<file path="src/sorted_key_value_table_unit_assert.svh">
// Assertion macros shared by the sorted key-value table RTL.
`ifndef SORTED_KEY_VALUE_TABLE_UNIT_ASSERT_SVH
`define SORTED_KEY_VALUE_TABLE_UNIT_ASSERT_SVH

// Same-cycle implication, disabled during reset.
`define SKV_ASSERT_IMPL(label, ante, cons) \
    label: assert property (@(posedge clk) disable iff (!rst_n) (ante) |-> (cons)) \
        else $error("assertion failed in %m");

// Next-cycle implication, disabled during reset.
`define SKV_ASSERT_NEXT(label, ante, cons) \
    label: assert property (@(posedge clk) disable iff (!rst_n) (ante) |=> (cons)) \
        else $error("assertion failed in %m");

`endif

</file>
<file path="src/skv_pkg.sv">
// Package: sizes, codes and cell control type for the sorted key-value table.
package skv_pkg;

    localparam int CAPACITY   = 64;
    localparam int KEY_BITS   = 64;
    localparam int VALUE_BITS = 32;
    localparam int COUNT_BITS = $clog2(CAPACITY + 1);

    // fixed field widths of the channels
    localparam int OPCODE_W = 2;
    localparam int KEY_W    = 64;
    localparam int VALUE_W  = 32;
    localparam int STATUS_W = 2;
    localparam int COUNT_W  = 7;

    localparam logic [OPCODE_W-1:0] OP_ADD    = 2'd0;
    localparam logic [OPCODE_W-1:0] OP_LOOKUP = 2'd1;
    localparam logic [OPCODE_W-1:0] OP_REMOVE = 2'd2;

    localparam logic [STATUS_W-1:0] ST_OK   = 2'd0;
    localparam logic [STATUS_W-1:0] ST_MISS = 2'd1;
    localparam logic [STATUS_W-1:0] ST_FULL = 2'd2;

    typedef struct packed {
        logic cmp;   // latch compare flags against the held key
        logic ins;   // insert the held entry at its sorted place
        logic rem;   // remove the hit entry and close the gap
    } cell_ctl_t;

endpackage

</file>
<file path="src/skv_cell.sv">
// One slot of the sorted chain: holds a key/value, compares and shifts with neighbours.
module skv_cell import skv_pkg::*;
(
    input  logic                  clk,
    input  logic                  rst_n,
    input  cell_ctl_t             ctl,
    input  logic                  occ,
    input  logic [KEY_BITS-1:0]   new_key,
    input  logic [VALUE_BITS-1:0] new_value,
    input  logic                  lt_left,
    input  logic [KEY_BITS-1:0]   left_key,
    input  logic [VALUE_BITS-1:0] left_value,
    input  logic [KEY_BITS-1:0]   right_key,
    input  logic [VALUE_BITS-1:0] right_value,
    output logic [KEY_BITS-1:0]   key,
    output logic [VALUE_BITS-1:0] value,
    output logic                  lt,
    output logic                  eq
);

    logic [KEY_BITS-1:0]   key_reg, key_next;
    logic [VALUE_BITS-1:0] value_reg, value_next;
    logic                  lt_reg, lt_next;
    logic                  eq_reg, eq_next;

    always_comb
    begin
        lt_next = lt_reg;
        eq_next = eq_reg;
        if (ctl.cmp)
        begin
            lt_next = occ && (key_reg < new_key);
            eq_next = occ && (key_reg == new_key);
        end
    end

    // slots below the insert/remove point keep their entry
    always_comb
    begin
        key_next   = key_reg;
        value_next = value_reg;
        priority if (ctl.ins && !lt_reg)
        begin
            if (lt_left)
            begin
                key_next   = new_key;
                value_next = new_value;
            end
            else
            begin
                key_next   = left_key;
                value_next = left_value;
            end
        end
        else if (ctl.rem && !lt_reg)
        begin
            key_next   = right_key;
            value_next = right_value;
        end
        else
        begin
            key_next   = key_reg;
            value_next = value_reg;
        end
    end

    always_ff @(posedge clk or negedge rst_n)
    begin
        if (!rst_n)
        begin
            lt_reg <= 1'b0;
            eq_reg <= 1'b0;
        end
        else
        begin
            lt_reg <= lt_next;
            eq_reg <= eq_next;
        end
    end

    always_ff @(posedge clk)
    begin
        key_reg   <= key_next;
        value_reg <= value_next;
    end

    assign key   = key_reg;
    assign value = value_reg;
    assign lt    = lt_reg;
    assign eq    = eq_reg;

endmodule

</file>
<file path="config.mk">
export PLATFORM = sky130hd
export DESIGN_NAME = skv_cell
export DESIGN_NICKNAME = d
export VERILOG_FILES = /design/src/sorted_key_value_table_unit_assert.svh /design/src/skv_pkg.sv /design/src/skv_cell.sv
export SDC_FILE = /design/constraint.sdc
export NUM_CORES = 1
export LEC_CHECK = 0
export BUFFER_PORTS_ARGS = -buffer_cell sky130_fd_sc_hd__clkbuf_2
export CAP_MARGIN = 20
export CELL_PAD_IN_SITES_DETAIL_PLACEMENT = 1
export CELL_PAD_IN_SITES_GLOBAL_PLACEMENT = 2
export CORE_UTILIZATION = 25
export CTS_BUF_LIST = sky130_fd_sc_hd__clkbuf_8
export DETAILED_ROUTE_END_ITERATION = 10
export MAX_ROUTING_LAYER = met4
export PLACE_DENSITY = 0.95
export SETUP_SLACK_MARGIN = 0.05
export SLEW_MARGIN = 20
export SYNTH_ARGS = -nofsm -noshare
export SYNTH_HDL_FRONTEND = slang
export SYNTH_SLANG_ARGS = --single-unit
</file>
<file path="constraint.sdc">
create_clock -name clk -period 6.7 [get_ports clk]
set_input_delay 0.335 -clock clk [delete_from_list [all_inputs] [get_ports clk]]
set_output_delay 0.335 -clock clk [all_outputs]
set_load 0.01 [all_outputs]
</file>
==> out/qor.yml, run 1 <==
dp_cells: 1350
start_util_pct: 25.7
area_growth_pct: 38.1
ff2ff_path_depth: 3
arrival_ns: 2.71
p_leak_nw: 4.74
hold_viol: 0
largest_reg_flops: 64
min_period_over_period_pct: 39.3
synth.distinct_cells: 32
yosysSeqAreaShare_pct: 44.9
most-common-layout-cells: "clkbuf_2, nand2_1, o21ai_0, mux2i_1, edfxtp_1"
ys_seq_elements: 98
end_kind: "flop"
synth.avg_cell_area_um2: 9.96
cp-start-kind: "flop"
crit_path_start: "lt"
coreArea_um2: 25400
clock-root-buffer: "clkbuf_8"
vias: 6287
syn-cell-area_um2: 6540
dieArea_um2: 26800
path_cells: "nand2b_4 > buf_4 > o21ai_0"
fin_area_um2: 9020
worstPathMaxFanout: 104
drive_gt1_share_pct: 40.1
slew_headroom_pct: 37.1
r2r-end: "key[37]"
fmax_mhz: 380
top_level_ports: 393
worst_slack_ns: 4.07
postRouteAntennaNets: 0
grt_setup_unrepaired: "no"
grt_pass1_vias: 6650
firstDrtPassIters: 4
cp_slowest_cell: "buf_4"
nets: 1391
globalplace.congestion: 0.809
synthesis.nets: 1015
drc_errors: 0
ir_drop_v: 0.000115
crit_required_ns: 6.78
setup.worst_path.class: "reg2reg"
max_cap_violations: 0
power.total_mw: 1.87
place_area_um2: 8830
antenna_found_initial: 0
grt_max_degree: 105
synth-edff-count: 96
vias_per_cell: 4.60
h-tree-depth: 3
wirelength_um: 23400
slew_viol_final: 0
row_count: 58
final_common_cell: "clkbuf_2"
hpwl_um: 19200
finClkSkew_ns: 0.0208
grt_pass1_wl_um: 34900
io_buffers: 392
grt.overflow.total: 0
dieHeight_um: 164
die_width_um: 164
clk_pin_slew_worst_paths_ns: 0.12
ys.flop_type: "edfxtp_1"
cts_buffers: 9
run_status: "complete, no violations"
r2r-start: "lt"
hold_path.class: "in2reg"
cts_max_path_buffers: 2
fin_cells: 1367
setup_tns_ns: 0
drt_iter0_markers: 224
synth_warnings: 0
fin_crit_ns: 2.63
cts.sinks: 98
antenna_cells: 0
cts_tree: "built"
post-place-ws_ns: 4.05
syn_inst: 656
r2r_setup_slack_ns: 4.07
clock_latency_ns: 0.38
synth_async_sr_flop_share_pct: 2.04
endpoint: "key[37]"
cp_slowest_stage_delay_ns: 0.80
setup_viol: 0
p_per_area_nw_per_um2: 207
wl_per_cell_um: 17.1
worst_pin_slew_ns: 0.944
grtUsageTotal_pct: 17.6
==> critical path: cells and delay by family, from the launching register on <==
family,cells,cell delay [ns]
buffers and inverters,1,0.80
AOI/OAI and AO/OA,1,0.25
DFF,1,0.44
and+or+nand+nor,1,0.68
==> metal layers <==
layer | GRT usage [%] | share of wire [%]
met1 | 19.4 | 41
met2 | 31.5 | 51
met3 | 4.52 | 7.1
met4 | 4.50 | 1.5
met5 | - | 0
==> timing repair <==
action,in CTS,in global routing
hold buffers,1,0
buffers inserted,0,0
endpoints found under the hold margin,2,0
resized for setup,0,0
==> power by group <==
group          internal [mW]  leakage [nW]  total (mW)  switching (mW)
clock                  0.169        0.0953       0.401           0.232
sequential             0.808         0.987       0.861          0.0530
combinational          0.251          3.66       0.603           0.353
total                   1.23          4.74        1.87           0.637
==> layout make-up <==
| cell class | instances | area [um2] |
|---|---|---|
| fill | 3128 | 16400 |
| multi-input combinational | 459 | 3230 |
| sequential | 98 | 2930 |
| timing repair buffer | 397 | 2010 |
| tap | 330 | 413 |
| inverter | 67 | 251 |
| clock buffer | 9 | 124 |
| clock inverter | 7 | 63.8 |
==> Yosys cell counts, types with 2 or more instances <==
| cell type | number | area share (%) |
|---|---|---|
| nand3_1 | 9 | 0.69 |
| mux2i_1 | 96 | 15 |
| nor2b_1 | 2 | 0.19 |
| o21ai_0 | 103 | 7.9 |
| a21oi_1 | 25 | 1.9 |
| dfrtp_1 | 2 | 0.77 |
| nand4_1 | 12 | 1.1 |
| nor3_1 | 5 | 0.38 |
| a21o_1 | 3 | 0.34 |
| edfxtp_1 | 96 | 44 |
| ha_1 | 64 | 12 |
| inv_1 | 67 | 3.8 |
| nor2_1 | 8 | 0.46 |
| a211oi_1 | 5 | 0.57 |
| buf_2 | 13 | 1.0 |
| clkbuf_1 | 18 | 1.0 |
| nand2_1 | 112 | 6.4 |
| a2111oi_0 | 2 | 0.27 |
==> cell families (layout without fill, tap and decap cells) <==
group | count (synthesis) | after routing | share of synthesized area, %
simple gates | 154 | 154 | 10.3
compound gates | 145 | 145 | 11.9
buf+inv | 99 | 480 | 5.93
flops | 98 | 98 | 44.9
mux | 96 | 96 | 14.7
fa+ha+maj | 64 | 64 | 12.3
==> per-stage QoR <==
stage / hold WS (ns) / util (%)
after CTS: 0.194 / 35.5
final: 0.222 / 35.5
after floorplan: 0.0394 / -
after detailed placement: 0.146 / 34.7
after global placement: 0.139 / 34.7
after global routing: 0.191 / 35.5
==> how the worst min path moves through the flow <==
stage / endpoint / start / cells past startpoint
final: key[24] / right_key[24] / 3
after global routing: key[17] / right_key[17] / 3
after CTS: key[17] / right_key[17] / 3
after detailed placement: lt / rst_n / 1
after global placement: lt / rst_n / 1
after floorplan: eq / rst_n / 0
Note: power is estimated with default switching activity, not from simulation.
==> run 2: changes to the inputs <==
--- a/config.mk
+++ b/config.mk
@@ -9,11 +9,11 @@
 export CAP_MARGIN = 20
 export CELL_PAD_IN_SITES_DETAIL_PLACEMENT = 1
 export CELL_PAD_IN_SITES_GLOBAL_PLACEMENT = 2
-export CORE_UTILIZATION = 25
+export CORE_UTILIZATION = 22
 export CTS_BUF_LIST = sky130_fd_sc_hd__clkbuf_8
 export DETAILED_ROUTE_END_ITERATION = 10
 export MAX_ROUTING_LAYER = met4
-export PLACE_DENSITY = 0.95
+export PLACE_DENSITY = 0.89
 export SETUP_SLACK_MARGIN = 0.05
 export SLEW_MARGIN = 20
 export SYNTH_ARGS = -nofsm -noshare
==> constraint.sdc (replaced) <==
create_clock -name clk -period 2.4 [get_ports clk]
set_input_delay 0.12 -clock clk [delete_from_list [all_inputs] [get_ports clk]]
set_output_delay 0.12 -clock clk [all_outputs]
set_load 0.01 [all_outputs]
==> run 2 against run 1 <==
Combinational power increased to 3.1 times the previous value. Global-route usage shrank 0.95 points. Sequential power grew to 2.8 times the previous value. Critical path type unchanged. Flip-flop and latch count stayed put. Sequential share of layout area shrank 3.2 points. First-iteration DRC count decreased by 20%. Count of clock-buffer cells in the layout did not move. Non-clock buffer count grew 85. Critical path depth increased by 4. Design area increased by 11%. Die area up 13%.
==> out/qor.yml, run 2 (synthesis gave the netlist of run 1 again) <==
fin_crit_ns: 2.13
nets: 1476
p_leak_nw: 5.13
clock-root-buffer: "clkbuf_8"
h-tree-depth: 3
top_usage_layer: "met2"
grt_use_met3_pct: 2.87
cts_buffers: 9
antenna_found_initial: 2
cts_max_path_buffers: 2
min_from: "right_key[46]"
grt.met2_usage_pct: 29.8
min_period_over_period_pct: 88.9
ir_drop_v: 0.000205
coreArea_um2: 28900
postRouteAntennaNets: 0
hold_path.class: "in2reg"
crit_required_ns: 2.74
setup_viol: 0
final_common_cell: "clkbuf_2"
drc_errors: 0
run_status: "complete, no violations"
p_comb_share_pct: 34.8
worst_pin_slew_ns: 0.650
worstPathMaxFanout: 3
grt_pass1_vias: 7102
vias_per_cell: 4.36
io_buffers: 392
wl_per_cell_um: 16.5
netSwitchingPower_mw: 1.83
grt_max_degree: 64
cts.sinks: 98
globalplace.congestion: 0.821
hold_viol: 0
grt_util_met1_pct: 18.5
dp_cells: 1418
grt.overflow.total: 0
setup_tns_ns: 0
row_count: 62
slew_headroom_pct: 56.6
hpwl_um: 19500
power.total_mw: 5.38
most-common-layout-cells: "clkbuf_2, nand2_1, o21ai_0, mux2i_1, edfxtp_1"
area_growth_pct: 53.0
fmax_mhz: 469
dieArea_um2: 30400
fin_cells: 1507
r2r-start: "key[14]"
finClkSkew_ns: 0.0157
cts_tree: "built"
slew_viol_final: 0
grtUsageTotal_pct: 16.7
grt_pass1_wl_um: 37900
grt_setup_unrepaired: "no"
drive_gt1_share_pct: 38.5
die_width_um: 174
top_level_ports: 393
setup.worst_path.class: "reg2reg"
wirelength_um: 24900
vias: 6565
cp-start-kind: "flop"
start_util_pct: 22.6
switching_share_pct: 34.1
internal_power_mw: 3.55
crit_path_start: "key[14]"
largest_reg_flops: 64
firstDrtPassIters: 4
clk_pin_slew_worst_paths_ns: 0.11
p_per_area_nw_per_um2: 538
dieHeight_um: 174
clkPwrFrac_pct: 20.8
end_kind: "flop"
arrival_ns: 2.48
clock_latency_ns: 0.40
drt_iter0_markers: 179
fin_hold_ws_ns: 0.0262
p_seq_share_pct: 44.4
max_cap_violations: 0
-- run 2: worst paths after layout --
kind	slack, ns	depth (start not counted)	endpoint
hold / removal	0.03	3	key[46]
min in group asynchronous	0.09	2	lt
setup reg to reg	0.27	7	lt
setup / recovery	0.27	7	lt
hold reg to reg	0.56	2	eq
max in group asynchronous	2.20	2	eq
-- run 2: cell type report --
class                      instances  area [um2]
clock inverter                     6        58.8
clock buffer                       9         124
fill                            3463       18900
multi-input combinational        459        3240
antenna                            2        5.00
timing repair buffer             482        2910
inverter                          67         251
tap                              384         480
sequential                        98        2930
-- run 2: per-stage QoR --
| step | utilization, % | instance area, um2 | setup WS, ns |
|---|---|---|---|
| 2_1_floorplan | - | 6540 | 0.0820 |
| 3_3_place_gp | 31.4 | 9090 | -0.0688 |
| 3_5_place_dp | 31.4 | 9090 | -0.0668 |
| 4_1_cts | 34.5 | 10000 | 0.184 |
| 5_1_grt | 34.6 | 10000 | 0.0712 |
| 6_report | 34.6 | 10000 | 0.266 |
-- run 2: power groups by stage --
| stage | logic (mW) | clock network [mW] | registers (mW) |
|---|---|---|---|
| 2_1_floorplan | 0.761 | 0 | 2.55 |
| 3_3_place_gp | 1.77 | 0 | 2.41 |
| 3_5_place_dp | 1.80 | 0 | 2.43 |
| 4_1_cts | 1.91 | 1.19 | 2.39 |
| 5_1_grt | 2.09 | 1.23 | 2.42 |
| 6_report | 1.88 | 1.12 | 2.39 |
-- run 2: timing repair --
action,in CTS,in global routing
setup endpoints to repair,1,1
hold buffers,72,0
endpoints found under the hold margin,74,0
gates resized for setup,2,0
pin swaps,0,1
setup buffers,0,0
-- run 2: critical path: stages (launching register included) --
cell and delay [ns]:
edfxtp_1 0.40, ha_1 0.32, nand4_1 0.17, nor3_1 0.09
a21boi_0 0.14, or4b_1 0.60, a21oi_1 0.20, a32o_1 0.18
-- run 2: metal layers --
| layer | wire length [um] | vias to the layer above |
|---|---|---|
| met1 | 10400 | 3012 |
| met5 | 0 | - |
| met3 | 1270 | 30 |
| met2 | 12700 | 250 |
| li1 | - | 3273 |
| met4 | 516 | 0 |
==> run 3: changes to the inputs <==
--- a/config.mk
+++ b/config.mk
@@ -5,15 +5,17 @@
 export SDC_FILE = /design/constraint.sdc
 export NUM_CORES = 1
 export LEC_CHECK = 0
+export ABC_AREA = 1
 export BUFFER_PORTS_ARGS = -buffer_cell sky130_fd_sc_hd__clkbuf_2
 export CAP_MARGIN = 20
 export CELL_PAD_IN_SITES_DETAIL_PLACEMENT = 1
 export CELL_PAD_IN_SITES_GLOBAL_PLACEMENT = 2
-export CORE_UTILIZATION = 22
+export CORE_UTILIZATION = 24
 export CTS_BUF_LIST = sky130_fd_sc_hd__clkbuf_8
+export CTS_CLUSTER_DIAMETER = 80
 export DETAILED_ROUTE_END_ITERATION = 10
 export MAX_ROUTING_LAYER = met4
-export PLACE_DENSITY = 0.89
+export PLACE_DENSITY = 0.95
 export SETUP_SLACK_MARGIN = 0.05
 export SLEW_MARGIN = 20
 export SYNTH_ARGS = -nofsm -noshare
==> constraint.sdc (replaced) <==
create_clock -name clk -period 2.1 [get_ports clk]
set_input_delay 0.105 -clock clk [delete_from_list [all_inputs] [get_ports clk]]
set_output_delay 0.105 -clock clk [all_outputs]
set_load 0.01 [all_outputs]
==> run 3 against run 2 <==
Critical path depth is 3 higher. Setup slack improved by 0.091 ns. Power grew 14%. Fmax up 22%. Routed wire length fell by 0.95%. Critical endpoint unchanged.
==> out/qor.yml, run 3 <==
nets: 1548
cp_slowest_cell: "edfxtp_1"
slew_viol_final: 0
coreArea_um2: 27000
globalplace.congestion: 0.856
syn-cell-area_um2: 6640
internal_power_mw: 3.97
p_per_area_nw_per_um2: 673
p_seq_share_pct: 44.4
worst_slack_ns: 0.357
fmax_mhz: 574
cts_max_path_buffers: 2
ctsHoldBuffers: 1
cpMostUsedCell: "nand2_1"
setup.worst_path.class: "reg2reg"
wl_per_cell_um: 16.1
synth_area_leader_cell: "edfxtp_1"
synth-edff-count: 96
grt_setup_unrepaired: "no"
p_comb_share_pct: 33.5
clock_latency_ns: 0.39
ir_drop_v: 0.000334
synth_warnings: 0
utilization_pct: 33.8
drt_iter0_markers: 245
h-tree-depth: 3
antenna_cells: 0
grtUsageTotal_pct: 17.6
run_status: "complete, no violations"
cts_buffers: 9
synthTopCellsByArea: "edfxtp_1, nand2_1, ha_1, a31oi_1, nor2_1"
fin_cells: 1535
most-common-layout-cells: "clkbuf_2, nand2_1, nor2_1, a31oi_1, edfxtp_1"
synth_async_sr_flop_share_pct: 2.04
fin_hold_ws_ns: 0.0399
antenna_found_initial: 0
slew_headroom_pct: 60.3
largest_reg_flops: 64
row_count: 60
drc_errors: 0
die_width_um: 168
setup_tns_ns: 0
finClkSkew_ns: 0.0207
ys_seq_elements: 98
clkPwrFrac_pct: 22.1
synth_top_area_share_pct: 43.4
cts_setup_buffers: 0
post_cts_resized: 0
hpwl_um: 19900
cts.sinks: 98
cts_tree: "built"
dieArea_um2: 28300
dieHeight_um: 168
switching_share_pct: 35.4
synthesis.nets: 1175
worst_pin_slew_ns: 0.596
grt_pass1_wl_um: 37700
min_period_over_period_pct: 83.0
arrival_ns: 2.01
min_from: "ctl[2]"
clock-root-buffer: "clkbuf_8"
syn_inst: 816
cp-start-kind: "flop"
start_util_pct: 24.6
wirelength_um: 24700
crit_path_start: "key[11]"
postRouteAntennaNets: 0
grt_pass1_vias: 7303
synth_common_cells: "nand2_1, nor2_1, a31oi_1, edfxtp_1, inv_1"
synth_most_common_cell: "nand2_1"
ys.flop_type: "edfxtp_1"
worstPathMaxFanout: 3
fin_crit_ns: 1.74
hold_path.class: "in2reg"
cp_slowest_stage_delay_ns: 0.42
p_leak_nw: 4.71
crit_required_ns: 2.37
hold_viol: 0
netSwitchingPower_mw: 2.18
drive_gt1_share_pct: 35.8
firstDrtPassIters: 4
vias: 7026
setup_viol: 0
r2r-start: "key[11]"
clk_pin_slew_worst_paths_ns: 0.10
synth.avg_cell_area_um2: 8.14
final_common_cell: "clkbuf_2"
dp_cells: 1518
grt_max_degree: 97
grt.overflow.total: 0
top_level_ports: 393
area_growth_pct: 37.7
max_cap_violations: 0
vias_per_cell: 4.58
path_cells: "ha_1 > nand4_1 > nor3_1 > nand2_1 > nand2_1 > nand2_1 > nand2_1 > nand2_1 > nand2_1 > nand2_1"
io_buffers: 392
post-place-ws_ns: 0.284
synth.distinct_cells: 24
end_kind: "flop"
yosysSeqAreaShare_pct: 44.2
## run 3: cell count changes after synthesis, moves of 3 or more
cell and change:
nand4_1 -8, buf_2 +9, o21ai_0 -97, nor3_1 -3, clkbuf_1 -14, nand2_1 +148
o21a_1 +3, nor2_1 +109, a211oi_1 -5, inv_1 +13, a31oi_1 +96, buf_4 +14
mux2i_1 -96
## run 3: critical path: cells and delay by family (launching register included)
kind / cells / cell delay [ns]
simple gates: 9 / 0.88
flops: 1 / 0.42
fa+ha+maj: 1 / 0.34
## run 3: power by group through the flow
stage	clock network (mW)	logic, mW	registers [mW]
after floorplan	0	0.976	2.91
after global placement	0	2.06	2.76
after detailed placement	0	2.09	2.79
after CTS	1.43	2.11	2.74
after global routing	1.48	2.33	2.77
final	1.36	2.06	2.73
## run 3: final timing paths
| kind | to | slack, ns | cells past startpoint |
|---|---|---|---|
| worst max-delay path | lt | 0.36 | 10 |
| worst min-delay path | lt | 0.04 | 4 |
| worst max register to register | lt | 0.36 | 10 |
| worst min register to register | eq | 0.53 | 2 |
| max in group asynchronous | lt | 1.89 | 2 |
| min in group asynchronous | eq | 0.08 | 2 |
## run 3: cell type report
cell class              count  area [um2]
fillers                  3451       17900
multi-input cells         594        3160
flip-flops and latches     98        2930
repair buffers            404        2120
well taps                 341         427
inverters                  82         309
clock buffers               9         124
clock inverters             7        73.8
## run 3: logic make-up after synthesis
| family | after synthesis | synth area share (%) |
|---|---|---|
| DFF | 98 | 44.2 |
| adders and majority gates | 64 | 12.1 |
| and+or+nand+nor | 395 | 23.0 |
| AOI/OAI and AO/OA | 135 | 12.3 |
| buffers and inverters | 124 | 8.44 |
## run 3: stage by stage
| stage | instance area (um2) | power [mW] |
|---|---|---|
| after floorplan | 6650 | 3.89 |
| after global placement | 8940 | 4.82 |
| after detailed placement | 8940 | 4.88 |
| after CTS | 9150 | 6.27 |
| after global routing | 9150 | 6.58 |
| final | 9150 | 6.16 |
## run 3: layer usage
metal / global-route usage, % / routed length, um / vias up
met2: 31.5 / 12600 / 243
li1: - / - / 3494
met5: - / 0 / -
met1: 19.5 / 10100 / 3238
met3: 2.66 / 1170 / 51
met4: 7.08 / 748 / 0
